<file path="src/sv/assert_macros.svh">
// Assertion macros shared by the interval queue RTL.
`ifndef ASSERT_MACROS_SVH
`define ASSERT_MACROS_SVH

// Plain property, checked on every clock edge outside reset.
`define BISQ_ASSERT(label, prop, msg) \
  label: assert property (@(posedge clk_i) disable iff (!rst_ni) (prop)) \
    else $error(msg);

// Same-cycle implication.
`define BISQ_ASSERT_IMPL(label, ante, cons, msg) \
  label: assert property (@(posedge clk_i) disable iff (!rst_ni) (ante) |-> (cons)) \
    else $error(msg);

// Next-cycle implication.
`define BISQ_ASSERT_NEXT(label, ante, cons, msg) \
  label: assert property (@(posedge clk_i) disable iff (!rst_ni) (ante) |=> (cons)) \
    else $error(msg);

`endif

</file>
<file path="src/sv/bisq_pkg.sv">
// Types, codes and constants of the Boolean interval signal queue.
package bisq_pkg;

  // Default sizing
  localparam int unsigned RING_DEPTH_DEF = 16;
  localparam int unsigned TIME_BITS_DEF  = 32;

  // Port field widths
  localparam int unsigned FIELD_BITS     = 32;
  localparam int unsigned CNT_OUT_BITS   = 5;
  localparam int unsigned IN_TDATA_BITS  = 64;
  localparam int unsigned IN_TUSER_BITS  = 2;
  localparam int unsigned OUT_TDATA_BITS = 200;

  // Request kinds
  typedef enum logic [1:0] {
    REQ_ADD     = 2'd0,
    REQ_ADVANCE = 2'd1,
    REQ_EXTEND  = 2'd2,
    REQ_RESET   = 2'd3
  } req_e;

  // Result status
  typedef enum logic [1:0] {
    STATUS_OK      = 2'd0,
    STATUS_INVALID = 2'd1,
    STATUS_FULL    = 2'd2
  } status_e;

  // Input item payload, first field in the low bits
  typedef struct packed {
    logic [FIELD_BITS-1:0] value_b;
    logic [FIELD_BITS-1:0] value_a;
  } in_item_t;

  // Result item payload, first field in the low bits, one pad bit on top
  typedef struct packed {
    logic                    pad;
    logic [FIELD_BITS-1:0]   back_right;
    logic [FIELD_BITS-1:0]   back_left;
    logic [FIELD_BITS-1:0]   front_right;
    logic [FIELD_BITS-1:0]   front_left;
    logic [CNT_OUT_BITS-1:0] interval_count;
    logic [FIELD_BITS-1:0]   domain_end;
    logic [FIELD_BITS-1:0]   domain_start;
    status_e                 status;
  } out_item_t;

endpackage

</file>
<file path="src/sv/boolean_interval_signal_queue.sv">
// Boolean interval signal queue: domain registers, interval ring and request sequencer.
// Each request walks sequencer steps to ST_DONE: add checks start, end, emptiness, order and
// gap before a push or merge; advance is rejected, empties the domain, or pops and clips.
// One request at a time: all steps share one magnitude comparator, a pop costs a ring
// read turnaround. Next item is taken the cycle after the result is registered.
// rst_ni (async, active low) clears domain, ring pointers and sequencer; ring RAM is not
// cleared, entries beyond the count are never reported.
`include "assert_macros.svh"

module boolean_interval_signal_queue
  import bisq_pkg::*;
#(
  parameter int unsigned RING_DEPTH = RING_DEPTH_DEF,
  parameter int unsigned TIME_BITS  = TIME_BITS_DEF
) (
  input  logic                      clk_i,
  input  logic                      rst_ni,
  input  logic                      s_axis_tvalid,
  output logic                      s_axis_tready,
  // value_a [31:0], value_b [63:32]
  input  logic [IN_TDATA_BITS-1:0]  s_axis_tdata,
  // req_type [1:0]
  input  logic [IN_TUSER_BITS-1:0]  s_axis_tuser,
  output logic                      m_axis_tvalid,
  input  logic                      m_axis_tready,
  // status [1:0], domain_start [33:2], domain_end [65:34], interval_count [70:66],
  // front_left [102:71], front_right [134:103], back_left [166:135],
  // back_right [198:167], zero pad [199]
  output logic [OUT_TDATA_BITS-1:0] m_axis_tdata
);

  localparam int unsigned IdxW = $clog2(RING_DEPTH);
  localparam int unsigned CntW = $clog2(RING_DEPTH + 1);
  localparam int unsigned SumW = CntW + 1;
  localparam int unsigned EntW = 2 * TIME_BITS;

  // Sequencer states
  localparam logic [3:0] ST_IDLE      = 4'd0;
  localparam logic [3:0] ST_ADD_LO    = 4'd1;
  localparam logic [3:0] ST_ADD_HI    = 4'd2;
  localparam logic [3:0] ST_ADD_EMPTY = 4'd3;
  localparam logic [3:0] ST_ADD_ORDER = 4'd4;
  localparam logic [3:0] ST_ADD_TOUCH = 4'd5;
  localparam logic [3:0] ST_ADD_MERGE = 4'd6;
  localparam logic [3:0] ST_ADV_CHK   = 4'd7;
  localparam logic [3:0] ST_ADV_END   = 4'd8;
  localparam logic [3:0] ST_ADV_POP   = 4'd9;
  localparam logic [3:0] ST_ADV_WAIT  = 4'd10;
  localparam logic [3:0] ST_ADV_CLIP  = 4'd11;
  localparam logic [3:0] ST_EXT       = 4'd12;
  localparam logic [3:0] ST_RST       = 4'd13;
  localparam logic [3:0] ST_FETCH     = 4'd14;
  localparam logic [3:0] ST_DONE      = 4'd15;

  // Ring slot of offset off from base, wrapped once
  function automatic logic [IdxW-1:0] ring_slot(input logic [IdxW-1:0] base,
                                                input logic [CntW-1:0] off);
    logic [SumW-1:0] sum;
    sum = SumW'(base) + SumW'(off);
    if (sum >= SumW'(RING_DEPTH)) begin
      sum = sum - SumW'(RING_DEPTH);
    end
    return sum[IdxW-1:0];
  endfunction

  logic [3:0]           state_q, state_d;
  status_e              st_q, st_d;
  logic [TIME_BITS-1:0] a_q, a_d;
  logic [TIME_BITS-1:0] b_q, b_d;
  logic [TIME_BITS-1:0] first_q, first_d;
  logic [TIME_BITS-1:0] last_q, last_d;
  logic [IdxW-1:0]      head_q, head_d;
  logic [CntW-1:0]      count_q, count_d;
  logic                 out_valid_q, out_valid_d;
  out_item_t            out_q, out_d;

  in_item_t             in_item;
  logic                 in_fire;
  logic                 out_load;
  logic [TIME_BITS-1:0] a_in;
  logic [TIME_BITS-1:0] b_in;

  logic [IdxW-1:0]      front_addr;
  logic [IdxW-1:0]      back_addr;
  logic [IdxW-1:0]      push_addr;
  logic [IdxW-1:0]      head_next;
  logic                 ring_full;

  logic                 ram_we;
  logic [IdxW-1:0]      ram_waddr;
  logic [EntW-1:0]      ram_wdata;
  logic [EntW-1:0]      rd_front;
  logic [EntW-1:0]      rd_back;
  logic [TIME_BITS-1:0] front_left;
  logic [TIME_BITS-1:0] front_right;
  logic [TIME_BITS-1:0] back_left;
  logic [TIME_BITS-1:0] back_right;

  logic [TIME_BITS-1:0] cmp_x;
  logic [TIME_BITS-1:0] cmp_y;
  logic                 cmp_lt;

  // Handshake and input unpacking
  assign s_axis_tready = (state_q == ST_IDLE);
  assign in_fire       = s_axis_tvalid && s_axis_tready;
  assign in_item       = in_item_t'(s_axis_tdata);
  assign a_in          = TIME_BITS'(in_item.value_a);
  assign b_in          = TIME_BITS'(in_item.value_b);

  // Ring addressing
  assign front_addr = head_q;
  assign back_addr  = (count_q == '0) ? head_q : ring_slot(head_q, count_q - CntW'(1));
  assign push_addr  = ring_slot(head_q, count_q);
  assign head_next  = (head_q == IdxW'(RING_DEPTH - 1)) ? '0 : head_q + IdxW'(1);
  assign ring_full  = (count_q == CntW'(RING_DEPTH));

  // Entry layout: left end low, right end high
  assign front_left  = rd_front[TIME_BITS-1:0];
  assign front_right = rd_front[EntW-1:TIME_BITS];
  assign back_left   = rd_back[TIME_BITS-1:0];
  assign back_right  = rd_back[EntW-1:TIME_BITS];

  bisq_ram #(
    .WIDTH (EntW),
    .DEPTH (RING_DEPTH)
  ) u_ring (
    .clk_i     (clk_i),
    .we_i      (ram_we),
    .waddr_i   (ram_waddr),
    .wdata_i   (ram_wdata),
    .raddr_a_i (front_addr),
    .raddr_b_i (back_addr),
    .rdata_a_o (rd_front),
    .rdata_b_o (rd_back)
  );

  // Shared comparator: operand pair picked by the sequencer step
  always_comb begin
    unique case (state_q)
      ST_ADD_LO:    begin cmp_x = a_q;        cmp_y = first_q;     end
      ST_ADD_HI:    begin cmp_x = last_q;     cmp_y = b_q;         end
      ST_ADD_EMPTY: begin cmp_x = a_q;        cmp_y = b_q;         end
      ST_ADD_ORDER: begin cmp_x = a_q;        cmp_y = back_left;   end
      ST_ADD_TOUCH: begin cmp_x = back_right; cmp_y = a_q;         end
      ST_ADD_MERGE: begin cmp_x = back_right; cmp_y = b_q;         end
      ST_ADV_CHK:   begin cmp_x = a_q;        cmp_y = first_q;     end
      ST_ADV_END:   begin cmp_x = a_q;        cmp_y = last_q;      end
      ST_ADV_POP:   begin cmp_x = a_q;        cmp_y = front_right; end
      ST_ADV_CLIP:  begin cmp_x = front_left; cmp_y = a_q;         end
      ST_EXT:       begin cmp_x = a_q;        cmp_y = last_q;      end
      ST_RST:       begin cmp_x = b_q;        cmp_y = a_q;         end
      default:      begin cmp_x = a_q;        cmp_y = b_q;         end
    endcase
  end

  assign cmp_lt = (cmp_x < cmp_y);

  // Sequencer and state updates
  always_comb begin
    state_d   = state_q;
    st_d      = st_q;
    a_d       = a_q;
    b_d       = b_q;
    first_d   = first_q;
    last_d    = last_q;
    head_d    = head_q;
    count_d   = count_q;
    ram_we    = 1'b0;
    ram_waddr = push_addr;
    ram_wdata = {b_q, a_q};
    out_load  = 1'b0;

    unique case (state_q)
      ST_IDLE: begin
        if (in_fire) begin
          a_d   = a_in;
          b_d   = b_in;
          st_d  = STATUS_OK;
          unique case (req_e'(s_axis_tuser))
            REQ_ADD:     state_d = ST_ADD_LO;
            REQ_ADVANCE: state_d = ST_ADV_CHK;
            REQ_EXTEND:  state_d = ST_EXT;
            REQ_RESET:   state_d = ST_RST;
            default:     state_d = ST_IDLE;
          endcase
        end
      end

      // Add: start below domain start
      ST_ADD_LO: begin
        if (cmp_lt) begin
          st_d    = STATUS_INVALID;
          state_d = ST_DONE;
        end else begin
          state_d = ST_ADD_HI;
        end
      end

      // Add: end beyond domain end
      ST_ADD_HI: begin
        if (cmp_lt) begin
          st_d    = STATUS_INVALID;
          state_d = ST_DONE;
        end else begin
          state_d = ST_ADD_EMPTY;
        end
      end

      // Add: empty interval is ignored
      ST_ADD_EMPTY: begin
        state_d = cmp_lt ? ST_ADD_ORDER : ST_DONE;
      end

      // Add: push into an empty ring, or reject a start before the back start
      ST_ADD_ORDER: begin
        if (count_q == '0) begin
          ram_we  = 1'b1;
          count_d = count_q + CntW'(1);
          state_d = ST_FETCH;
        end else if (cmp_lt) begin
          st_d    = STATUS_INVALID;
          state_d = ST_DONE;
        end else begin
          state_d = ST_ADD_TOUCH;
        end
      end

      // Add: gap after the back interval means a push
      ST_ADD_TOUCH: begin
        if (cmp_lt) begin
          if (ring_full) begin
            st_d    = STATUS_FULL;
            state_d = ST_DONE;
          end else begin
            ram_we  = 1'b1;
            count_d = count_q + CntW'(1);
            state_d = ST_FETCH;
          end
        end else begin
          state_d = ST_ADD_MERGE;
        end
      end

      // Add: merge, raising the back right end when the new end is larger
      ST_ADD_MERGE: begin
        if (cmp_lt) begin
          ram_we    = 1'b1;
          ram_waddr = back_addr;
          ram_wdata = {b_q, back_left};
          state_d   = ST_FETCH;
        end else begin
          state_d = ST_DONE;
        end
      end

      // Advance: new start below the current one
      ST_ADV_CHK: begin
        if (cmp_lt) begin
          st_d    = STATUS_INVALID;
          state_d = ST_DONE;
        end else begin
          state_d = ST_ADV_END;
        end
      end

      // Advance: inside the domain pops, else collapse the domain
      ST_ADV_END: begin
        first_d = a_q;
        if (cmp_lt) begin
          state_d = ST_ADV_POP;
        end else begin
          last_d  = a_q;
          head_d  = '0;
          count_d = '0;
          state_d = ST_DONE;
        end
      end

      // Advance: drop the front while it ends at or before the new start
      ST_ADV_POP: begin
        if (count_q == '0) begin
          head_d  = '0;
          state_d = ST_DONE;
        end else if (cmp_lt) begin
          state_d = ST_ADV_CLIP;
        end else begin
          count_d = count_q - CntW'(1);
          head_d  = (count_q == CntW'(1)) ? '0 : head_next;
          state_d = ST_ADV_WAIT;
        end
      end

      // Ring read turnaround after a pop
      ST_ADV_WAIT: begin
        state_d = ST_ADV_POP;
      end

      // Advance: raise the front left end to the new start
      ST_ADV_CLIP: begin
        if (cmp_lt) begin
          ram_we    = 1'b1;
          ram_waddr = front_addr;
          ram_wdata = {front_right, a_q};
        end
        state_d = ST_FETCH;
      end

      // Extend: end may only grow
      ST_EXT: begin
        if (cmp_lt) begin
          st_d = STATUS_INVALID;
        end else begin
          last_d = a_q;
        end
        state_d = ST_DONE;
      end

      // Reset domain: reversed limits rejected
      ST_RST: begin
        if (cmp_lt) begin
          st_d = STATUS_INVALID;
        end else begin
          first_d = a_q;
          last_d  = b_q;
          head_d  = '0;
          count_d = '0;
        end
        state_d = ST_DONE;
      end

      // Ring read turnaround after a write
      ST_FETCH: begin
        state_d = ST_DONE;
      end

      // Register the result once the output stage is free
      ST_DONE: begin
        if (!out_valid_q || m_axis_tready) begin
          out_load = 1'b1;
          state_d  = ST_IDLE;
        end
      end

      default: begin
        state_d = ST_IDLE;
      end
    endcase
  end

  // Result item assembly
  always_comb begin
    out_d                = out_q;
    out_d.pad            = 1'b0;
    out_d.status         = st_q;
    out_d.domain_start   = FIELD_BITS'(first_q);
    out_d.domain_end     = FIELD_BITS'(last_q);
    out_d.interval_count = CNT_OUT_BITS'(count_q);
    if (count_q != '0) begin
      out_d.front_left  = FIELD_BITS'(front_left);
      out_d.front_right = FIELD_BITS'(front_right);
      out_d.back_left   = FIELD_BITS'(back_left);
      out_d.back_right  = FIELD_BITS'(back_right);
    end else begin
      out_d.front_left  = '0;
      out_d.front_right = '0;
      out_d.back_left   = '0;
      out_d.back_right  = '0;
    end
  end

  // Output valid
  always_comb begin
    out_valid_d = out_valid_q;
    if (out_load) begin
      out_valid_d = 1'b1;
    end else if (m_axis_tready) begin
      out_valid_d = 1'b0;
    end
  end

  // Control registers
  always_ff @(posedge clk_i or negedge rst_ni) begin
    if (!rst_ni) begin
      state_q     <= ST_IDLE;
      first_q     <= '0;
      last_q      <= '0;
      head_q      <= '0;
      count_q     <= '0;
      out_valid_q <= 1'b0;
    end else begin
      state_q     <= state_d;
      first_q     <= first_d;
      last_q      <= last_d;
      head_q      <= head_d;
      count_q     <= count_d;
      out_valid_q <= out_valid_d;
    end
  end

  // Payload registers
  always_ff @(posedge clk_i) begin
    st_q  <= st_d;
    a_q   <= a_d;
    b_q   <= b_d;
    if (out_load) begin
      out_q <= out_d;
    end
  end

  assign m_axis_tvalid = out_valid_q;
  assign m_axis_tdata  = out_q;

  // Checks
  `BISQ_ASSERT(a_count_bound, count_q <= CntW'(RING_DEPTH), "ring count above depth")
  `BISQ_ASSERT_IMPL(a_empty_head, count_q == '0, head_q == '0, "empty ring with head off zero")
  `BISQ_ASSERT_NEXT(a_accept_busy, in_fire, state_q != ST_IDLE, "accepted item left no work")
  `BISQ_ASSERT_IMPL(a_merge_nonempty, state_q == ST_ADD_MERGE, count_q != '0,
                    "merge step with empty ring")

endmodule

</file>
<file path="src/sv/bisq_ram.sv">
// Generic RAM: one write port, two registered read ports, read-first.
module bisq_ram #(
  parameter int unsigned WIDTH = 64,
  parameter int unsigned DEPTH = 16
) (
  input  logic                           clk_i,
  input  logic                           we_i,
  input  logic [$clog2(DEPTH)-1:0]       waddr_i,
  input  logic [WIDTH-1:0]               wdata_i,
  input  logic [$clog2(DEPTH)-1:0]       raddr_a_i,
  input  logic [$clog2(DEPTH)-1:0]       raddr_b_i,
  output logic [WIDTH-1:0]               rdata_a_o,
  output logic [WIDTH-1:0]               rdata_b_o
);

  logic [WIDTH-1:0] mem_q [DEPTH];
  logic [WIDTH-1:0] rdata_a_q;
  logic [WIDTH-1:0] rdata_b_q;

  // Write and registered reads; a read at the written address returns old data
  always_ff @(posedge clk_i) begin
    if (we_i) begin
      mem_q[waddr_i] <= wdata_i;
    end
    rdata_a_q <= mem_q[raddr_a_i];
    rdata_b_q <= mem_q[raddr_b_i];
  end

  assign rdata_a_o = rdata_a_q;
  assign rdata_b_o = rdata_b_q;

endmodule

</file>
<file path="config.mk">
export PLATFORM = sky130hd
export DESIGN_NAME = boolean_interval_signal_queue
export DESIGN_NICKNAME = d
export VERILOG_FILES = /design/src/sv/bisq_pkg.sv /design/src/sv/boolean_interval_signal_queue.sv /design/src/sv/bisq_ram.sv
export VERILOG_INCLUDE_DIRS = /design/src /design/src/sv
export SDC_FILE = /design/constraint.sdc
export NUM_CORES = 2
export LEC_CHECK = 0
export ABC_CLOCK_PERIOD_IN_PS = 19550
export BUFFER_PORTS_ARGS = -buffer_cell sky130_fd_sc_hd__buf_2
export CORE_MARGIN = 1
export CORE_UTILIZATION = 30
export DETAILED_ROUTE_END_ITERATION = 10
export GPL_TIMING_DRIVEN = 0
export HOLD_SLACK_MARGIN = 0.05
export PLACE_DENSITY = 0.44
export SYNTH_ARGS = -nofsm -noshare
export SYNTH_HDL_FRONTEND = slang
export SYNTH_SLANG_ARGS = --single-unit
</file>
<file path="constraint.sdc">
create_clock -name clk_i -period 19.55 [get_ports clk_i]
set_input_delay 0.9775 -clock clk_i [delete_from_list [all_inputs] [get_ports clk_i]]
set_output_delay 0.9775 -clock clk_i [all_outputs]
set_load 0.02 [all_outputs]
</file>
======== Yosys cells after proc, flatten, opt, wreduce, memory -nomap -nowiden ========
Memory sizes are Yosys's and may differ from the RTL's. A register that Yosys moved wholly into a read port is not among the register bits.
Cells that the tools add are included.
word-level totals
  memories ................................ 1
  flip-flop bits (word level) ............. 343
  output and inout bits ................... 202
  word-level logic and storage cells ...... 151
  bits of input ports ..................... 70
  bits in writable memories ............... 1024
memories
  name          depth  width  rd ports  clocked after Yosys merged registers in  wr ports  line            source
  u_ring.mem_q  16     64     2         2                                        1         bisq_ram.sv:16  logic [WIDTH-1:0] mem_q [DEPTH];
operators by class
  multiplexer cells ....................... 61
  reduce and logical (&&, ||, !) cells .... 28
  equality and inequality tests ........... 34
  add/subtract/negate cells ............... 7
  $lt $le $gt $ge ......................... 3
operator list
  operator                                                                              number
  32-bit one-hot mux with 5 select lines                                                1
  32-bit one-hot mux with 2 select lines                                                2
  32-bit one-hot mux with 4 select lines                                                1
  64-bit one-hot mux with 2 select lines                                                1
  32-bit two-way mux                                                                    3
  4-bit two-way mux                                                                     18
  64-bit two-way mux                                                                    1
  4-bit one-hot mux with 14 select lines                                                1
  4-bit equality test (second input constant)                                           9
  32-bit < comparator                                                                   1
  5-bit two-way mux                                                                     6
  2-bit inequality test (second input constant)                                         11
  5-bit one-hot mux with 4 select lines                                                 1
  4-bit by 3-bit equality test with 1-bit output (second input constant)                4
  4-bit one-hot mux with 2 select lines                                                 2
  4-bit one-hot mux with 4 select lines                                                 1
  1-bit two-way mux                                                                     13
  4-bit by 5-bit adder with 6-bit output                                                2
  6-bit by 5-bit greater-or-equal comparator with 1-bit output (second input constant)  2
  2-bit two-way mux                                                                     5
  2-bit OR reduction                                                                    5
  3-bit two-way mux                                                                     3
  4-bit by 2-bit equality test with 1-bit output (second input constant)                2
  2-bit one-hot mux with 4 select lines                                                 1
  other kinds (27)                                                                      37

======== Depth between registers and ports, before layout ========
  depth after elaboration ................. 8
  depth in mapped cells ................... 20
  gate-level depth less buffers ........... 15

======== Modules after synthesis ========
From an unflattened synthesis, not the netlist that was laid out.
second synthesis, totals
  cells, all modules ...................... 3589
  area, all modules ....................... 64899.7 um2
by module, submodules not included
  module                         times used  cells an instance  seq. area each (um2)  area an instance (um2)
  bisq_ram                       1           2247               33311.9               48285.1
  boolean_interval_signal_queue  1           1342               9909.5                16614.7

======== Worst setup path after synthesis ========
Ideal clock, no wire load.
  path kind ............................... reg-to-reg
  from .................................... register state_q[0]
  to ...................................... register out_q, in the netlist m_axis_tdata[0], enable pin
  slack ................................... 8.860 ns
  cell stages (with the launch flop) ...... 6
  data arrival time ....................... 9.906 ns
  setup time .............................. 0.783 ns
  required time ........................... 18.767 ns
  clock period less this slack ............ 10.690 ns
  cell sequence ........................... dfrtp_1 > buf_2 > buf_2 > buf_1 > nand4_1 > nor2b_1
on the way
  cells in the longest elaborated chain, start to end .. 2
RTL lines
  item                      line                                  source
  start: declaration        boolean_interval_signal_queue.sv:66   logic [3:0] state_q, state_d;
  start signal: assignment  boolean_interval_signal_queue.sv:391  state_q <= state_d;
  4-bit equality test       boolean_interval_signal_queue.sv:173  unique case (state_q)
  1-bit two-way mux         boolean_interval_signal_queue.sv:173
  via out_load              boolean_interval_signal_queue.sv:79   logic out_load;
  end signal: assignment    boolean_interval_signal_queue.sv:406  out_q <= out_d;
  end: declaration          boolean_interval_signal_queue.sv:75   out_item_t out_q, out_d;
The timed path passes the listed nets, and every way through them passes these cells.
A chain may end at the register's enable or synchronous reset.

======== Worst setup path after layout ========
  from .................................... register state_q[0]
  to ...................................... memory u_ring.mem_q[3][58], enable pin
on the way
  cells in the longest elaborated chain, start to end .. 8
  elaborated cells between the ends (all ways) .. 27
  those cells by class .................... 1 x order compare; 11 x eq/ne; 10 x mux; 5 x reduce/logical
RTL lines
  item                                                                                                     line                                                                                                              source
  4-bit equality test (tied with other cells)                                                              boolean_interval_signal_queue.sv:139                                                                              unique case (state_q)
  3-bit OR reduction (no line) / 2-bit OR reduction (equally long branches)                                --
  32-bit one-hot mux with 5 select lines / 32-bit one-hot mux with 4 select lines (equally long branches)  boolean_interval_signal_queue.sv:139
  32-bit < comparator                                                                                      boolean_interval_signal_queue.sv:156                                                                              assign cmp_lt = (cmp_x < cmp_y);
  1-bit two-way mux (on tied branches)                                                                     boolean_interval_signal_queue.sv:246, boolean_interval_signal_queue.sv:300, boolean_interval_signal_queue.sv:230
  1-bit one-hot mux with 3 select lines                                                                    boolean_interval_signal_queue.sv:173
  1-bit two-way mux                                                                                        bisq_ram.sv:22                                                                                                    if (we_i) begin
  1-bit two-way mux (implied by the code)                                                                  bisq_ram.sv:23                                                                                                    mem_q[waddr_i] <= wdata_i;
  end: declaration                                                                                         bisq_ram.sv:16
Parallel ways exist; a longest one is shown, timed or not.

==> metrics.yaml <==
outcome:
  status: "finished, violations left"
  violations: "design-rule violations, max-capacitance violations"
die:
  fp.dieH_um: 470
  die_w_um: 470
  coreArea_um2: 217000
  dieArea_um2: 221000
  ios: 272
  fp-row-count: 171
  start_util: 0.302
pwr:
  p_leak_nw: 25.9
  p_total_mw: 16.4
  combPwrFrac: 0.492
  clockPowerShare: 0.199
  intPower_mw: 9.25
  seq_power_share: 0.309
  vdd_ir_drop_max_uv: 134
  pwr_density_cell_nw_per_um2: 208
  switchingPower_mw: 7.13
  switching_share: 0.435
logic_synthesis:
  synth-edff-count: 1289
  synthesis.nets: 3650
  synth_flop_cell: "edfxtp_1"
  yosys_warnings: 0
  syn_inst: 3536
  yosysSeqAreaShare: 0.658
  syn-cell-area_um2: 65700
  ys_ff_latch: 1495
  synth-async-reset-ratio: 0.0522
  avgSynthCellArea_um2: 18.6
  synth_cell_types: 78
sta:
  layout_setup_ws_ns: 11.35
  fin_crit_sh: 0.420
  whs_ns: 0.310
  drv_slew: 0
  finalSetupViolations: 0
  finalHoldViolCount: 0
  rsz0062_at_grt: "false"
  clock.fmax_mhz: 122
  maxSlewHeadroom: 0.00547
  skew_ns: 0.0485
  min_period_ns: 8.20
  tightest_slew_ns: 1.49
worst_hold_path:
  hold_path_class: "in2reg"
  hold_end: "b_q[24]$_DFFE_PP_"
  hold_start: "s_axis_tdata[56]"
  hold_path_depth: 1
place:
  dp_slack_ns: 11.67
  placed_cell_area_um2: 73100
  portBuffers: 270
  post-place-cells: 6850
  hpwl_mm: 199
  globalplace.congestion: 0.937
critical_path:
  crit_required_ns: 20.06
  cp-start-kind: "flip-flop"
  critPathKind: "reg2reg"
  crit_arrival_ns: 8.71
  reg2regPathDepth: 21
  r2r_slack_ns: 11.35
  r2r_end: "u_ring.mem_q[3][58]$_DFFE_PP_"
  r2r_start: "state_q[0]$_DFFE_PN0P_"
  worstPathMaxFanout: 10
  end_kind: "flip-flop"
finish:
  area_growth_pct: 20.1
  nets: 4290
  drive_gt1_frac: 0.343
  stdcell_area_um2: 78900
  finalNonFillerCells: 7196
cts:
  cts_sinks: 1495
  root_buffer: "clkbuf_16"
  htree_num_levels: 4
  cts_buffer_depth: 3
  cts_buffers: 171
  tritoncts: "yes"
  clkLatencyLatePin_ns: 0.85
  cts.clk_slew.worst_paths_ns: 0.06
route:
  drt-pass1-iter-count: 11
  routedWlPerCell_um: 37.5
  wl_mm: 270
  vias: 40800
  drt-initial-drc-count: 6083
  drc_errors: 16
  via_per_inst: 5.67
  antenna_left: 0
global_routing:
  grt_pass1_wl_mm: 359
  antenna_found_initial: 39
  grt_max_degree: 59
  grt_remaining_overflow: 0
  grt_pass1_vias: 40000
  grt_use_total: 0.241
run:
  drv_cap: 1
## metal layers
metal  vias to the layer above  wire length [µm]  global-route usage  share of wire
met1                     21900            112000               0.331           0.42
met2                      2387            122000               0.368           0.45
li1                      16100                 -                   -              -
met4                         6             10300              0.0888          0.038
met5                         -                43                   0        0.00016
met3                       398             25600              0.0598          0.095
## kinds of logic after synthesis
| logic type | Yosys count | share of synthesized area |
|---|---|---|
| flip-flops | 1495 | 0.658 |
| multiplexers | 772 | 0.229 |
| AND/OR/NAND/NOR | 514 | 0.0403 |
| AO/OA/AOI/OAI | 425 | 0.0458 |
| buffers and inverters | 277 | 0.0175 |
| adder cells (fa/ha/maj) | 44 | 0.00860 |
| XOR/XNOR | 8 | 0.00107 |
| other | 1 | 0.0000571 |
## what timing repair did
action                     in CTS  in global routing
hold endpoints to repair        5                  0
gates resized for setup         0                  0
setup endpoints to repair       0                  0
setup buffers                   0                  0
hold buffers                    1                  0
## power groups by stage
stage | registers, mW | logic, mW | clock network, mW
4_1_cts | 5.05 | 8.05 | 3.31
3_3_place_gp | 5.29 | 7.86 | 0
6_report | 5.07 | 8.05 | 3.26
2_1_floorplan | 4.73 | 4.83 | 0
5_1_grt | 5.06 | 8.46 | 3.42
3_5_place_dp | 5.11 | 8.01 | 0
## stage by stage
step / util / TNS, ns
after floorplan: - / 0
after global placement: 0.325 / -244.85
after detailed placement: 0.336 / 0
after CTS: 0.362 / 0
after global routing: 0.363 / 0
final: 0.363 / 0
## sequential cells by signal, summed over array words and instances (netlist names)
register	count
a_q	32
b_q	32
count_q	5
first_q	32
front_addr	4
last_q	32
m_axis_tdata	199
m_axis_tvalid	1
st_q	2
state_q	4
u_ring.mem_q	1024
u_ring.rdata_a_o	64
u_ring.rdata_b_o	64
## final cells by class
cell class | instances | area (µm²)
inverter | 18 | 67.6
buffer | 259 | 1090
fill | 20400 | 138000
clock buffer | 227 | 4690
timing repair buffer | 467 | 3770
multi-input combinational | 1764 | 21500
antenna | 21 | 52.6
sequential | 1495 | 43200
tap | 2854 | 3570
clock inverter | 91 | 986
## worst max-delay path, cell delays in order (launching register included)
cell	delay [ns]
dfrtp_1	0.39
buf_2	0.24
buf_2	0.24
buf_1	0.47
nand2_1	0.15
o21ai_1	0.61
clkbuf_1	0.59
nor2_1	0.12
a31oi_1	0.29
ha_1	0.33
a2111oi_0	0.50
o221ai_1	0.26
a31oi_1	0.65
o21ai_2	0.34
or4_1	0.60
and2_1	0.15
clkbuf_1	0.25
nor3_2	0.85
buf_8	0.24
buf_6	0.21
buf_8	0.17
buf_4	0.22
## cell usage after synthesis, types with 18 or more instances
master    number  area share
edfxtp_1    1289        0.59
mux4_2       576        0.20
nor2b_1      204       0.019
clkbuf_1     161      0.0092
nand2_1      161      0.0092
dfxtp_1      128       0.039
a21oi_1      102      0.0078
mux2i_1       98       0.015
mux2_2        93       0.016
dfrtp_1       78       0.030
a211oi_1      68      0.0078
nor2_1        66      0.0038
a222oi_1      62      0.0094
o21ai_0       54      0.0041
a31oi_1       43      0.0041
buf_1         43      0.0025
buf_2         43      0.0033
ha_1          42      0.0080
a221oi_1      32      0.0043
nor3_1        25      0.0019
inv_1         18      0.0010
## how the worst max path moves through the flow
stage                                      start  depth (start not counted)                             to  slack [ns]
after floorplan           state_q[0]$_DFFE_PN0P_                          5      m_axis_tdata[0]$_DFFE_PP_        8.86
after global placement    state_q[0]$_DFFE_PN0P_                         17  u_ring.mem_q[5][29]$_DFFE_PP_       -1.22
after detailed placement  state_q[0]$_DFFE_PN0P_                         21  u_ring.mem_q[3][58]$_DFFE_PP_       11.67
after CTS                 state_q[0]$_DFFE_PN0P_                         21  u_ring.mem_q[3][58]$_DFFE_PP_       11.63
after global routing      state_q[0]$_DFFE_PN0P_                         21  u_ring.mem_q[3][58]$_DFFE_PP_       11.32
final                     state_q[0]$_DFFE_PN0P_                         21  u_ring.mem_q[3][58]$_DFFE_PP_       11.35
## cell usage in the layout (no fill, tap or decap), drive strengths merged, types with 9 or more instances in the layout
cell       n
a211oi    69
a21oi    102
a221oi    33
a222oi    62
a31oi     43
buf      561
bufinv    13
clkbuf   391
clkinv    62
dfrtp     78
dfxtp    128
diode     21
edfxtp  1289
ha        42
inv       26
mux2      98
mux2i     98
mux4     576
nand2    162
nand2b    10
nand3     11
nand4     11
nor2      66
nor2b    205
nor3      25
o21ai     58
o22ai      9
Power figures use the tool's default switching activity.
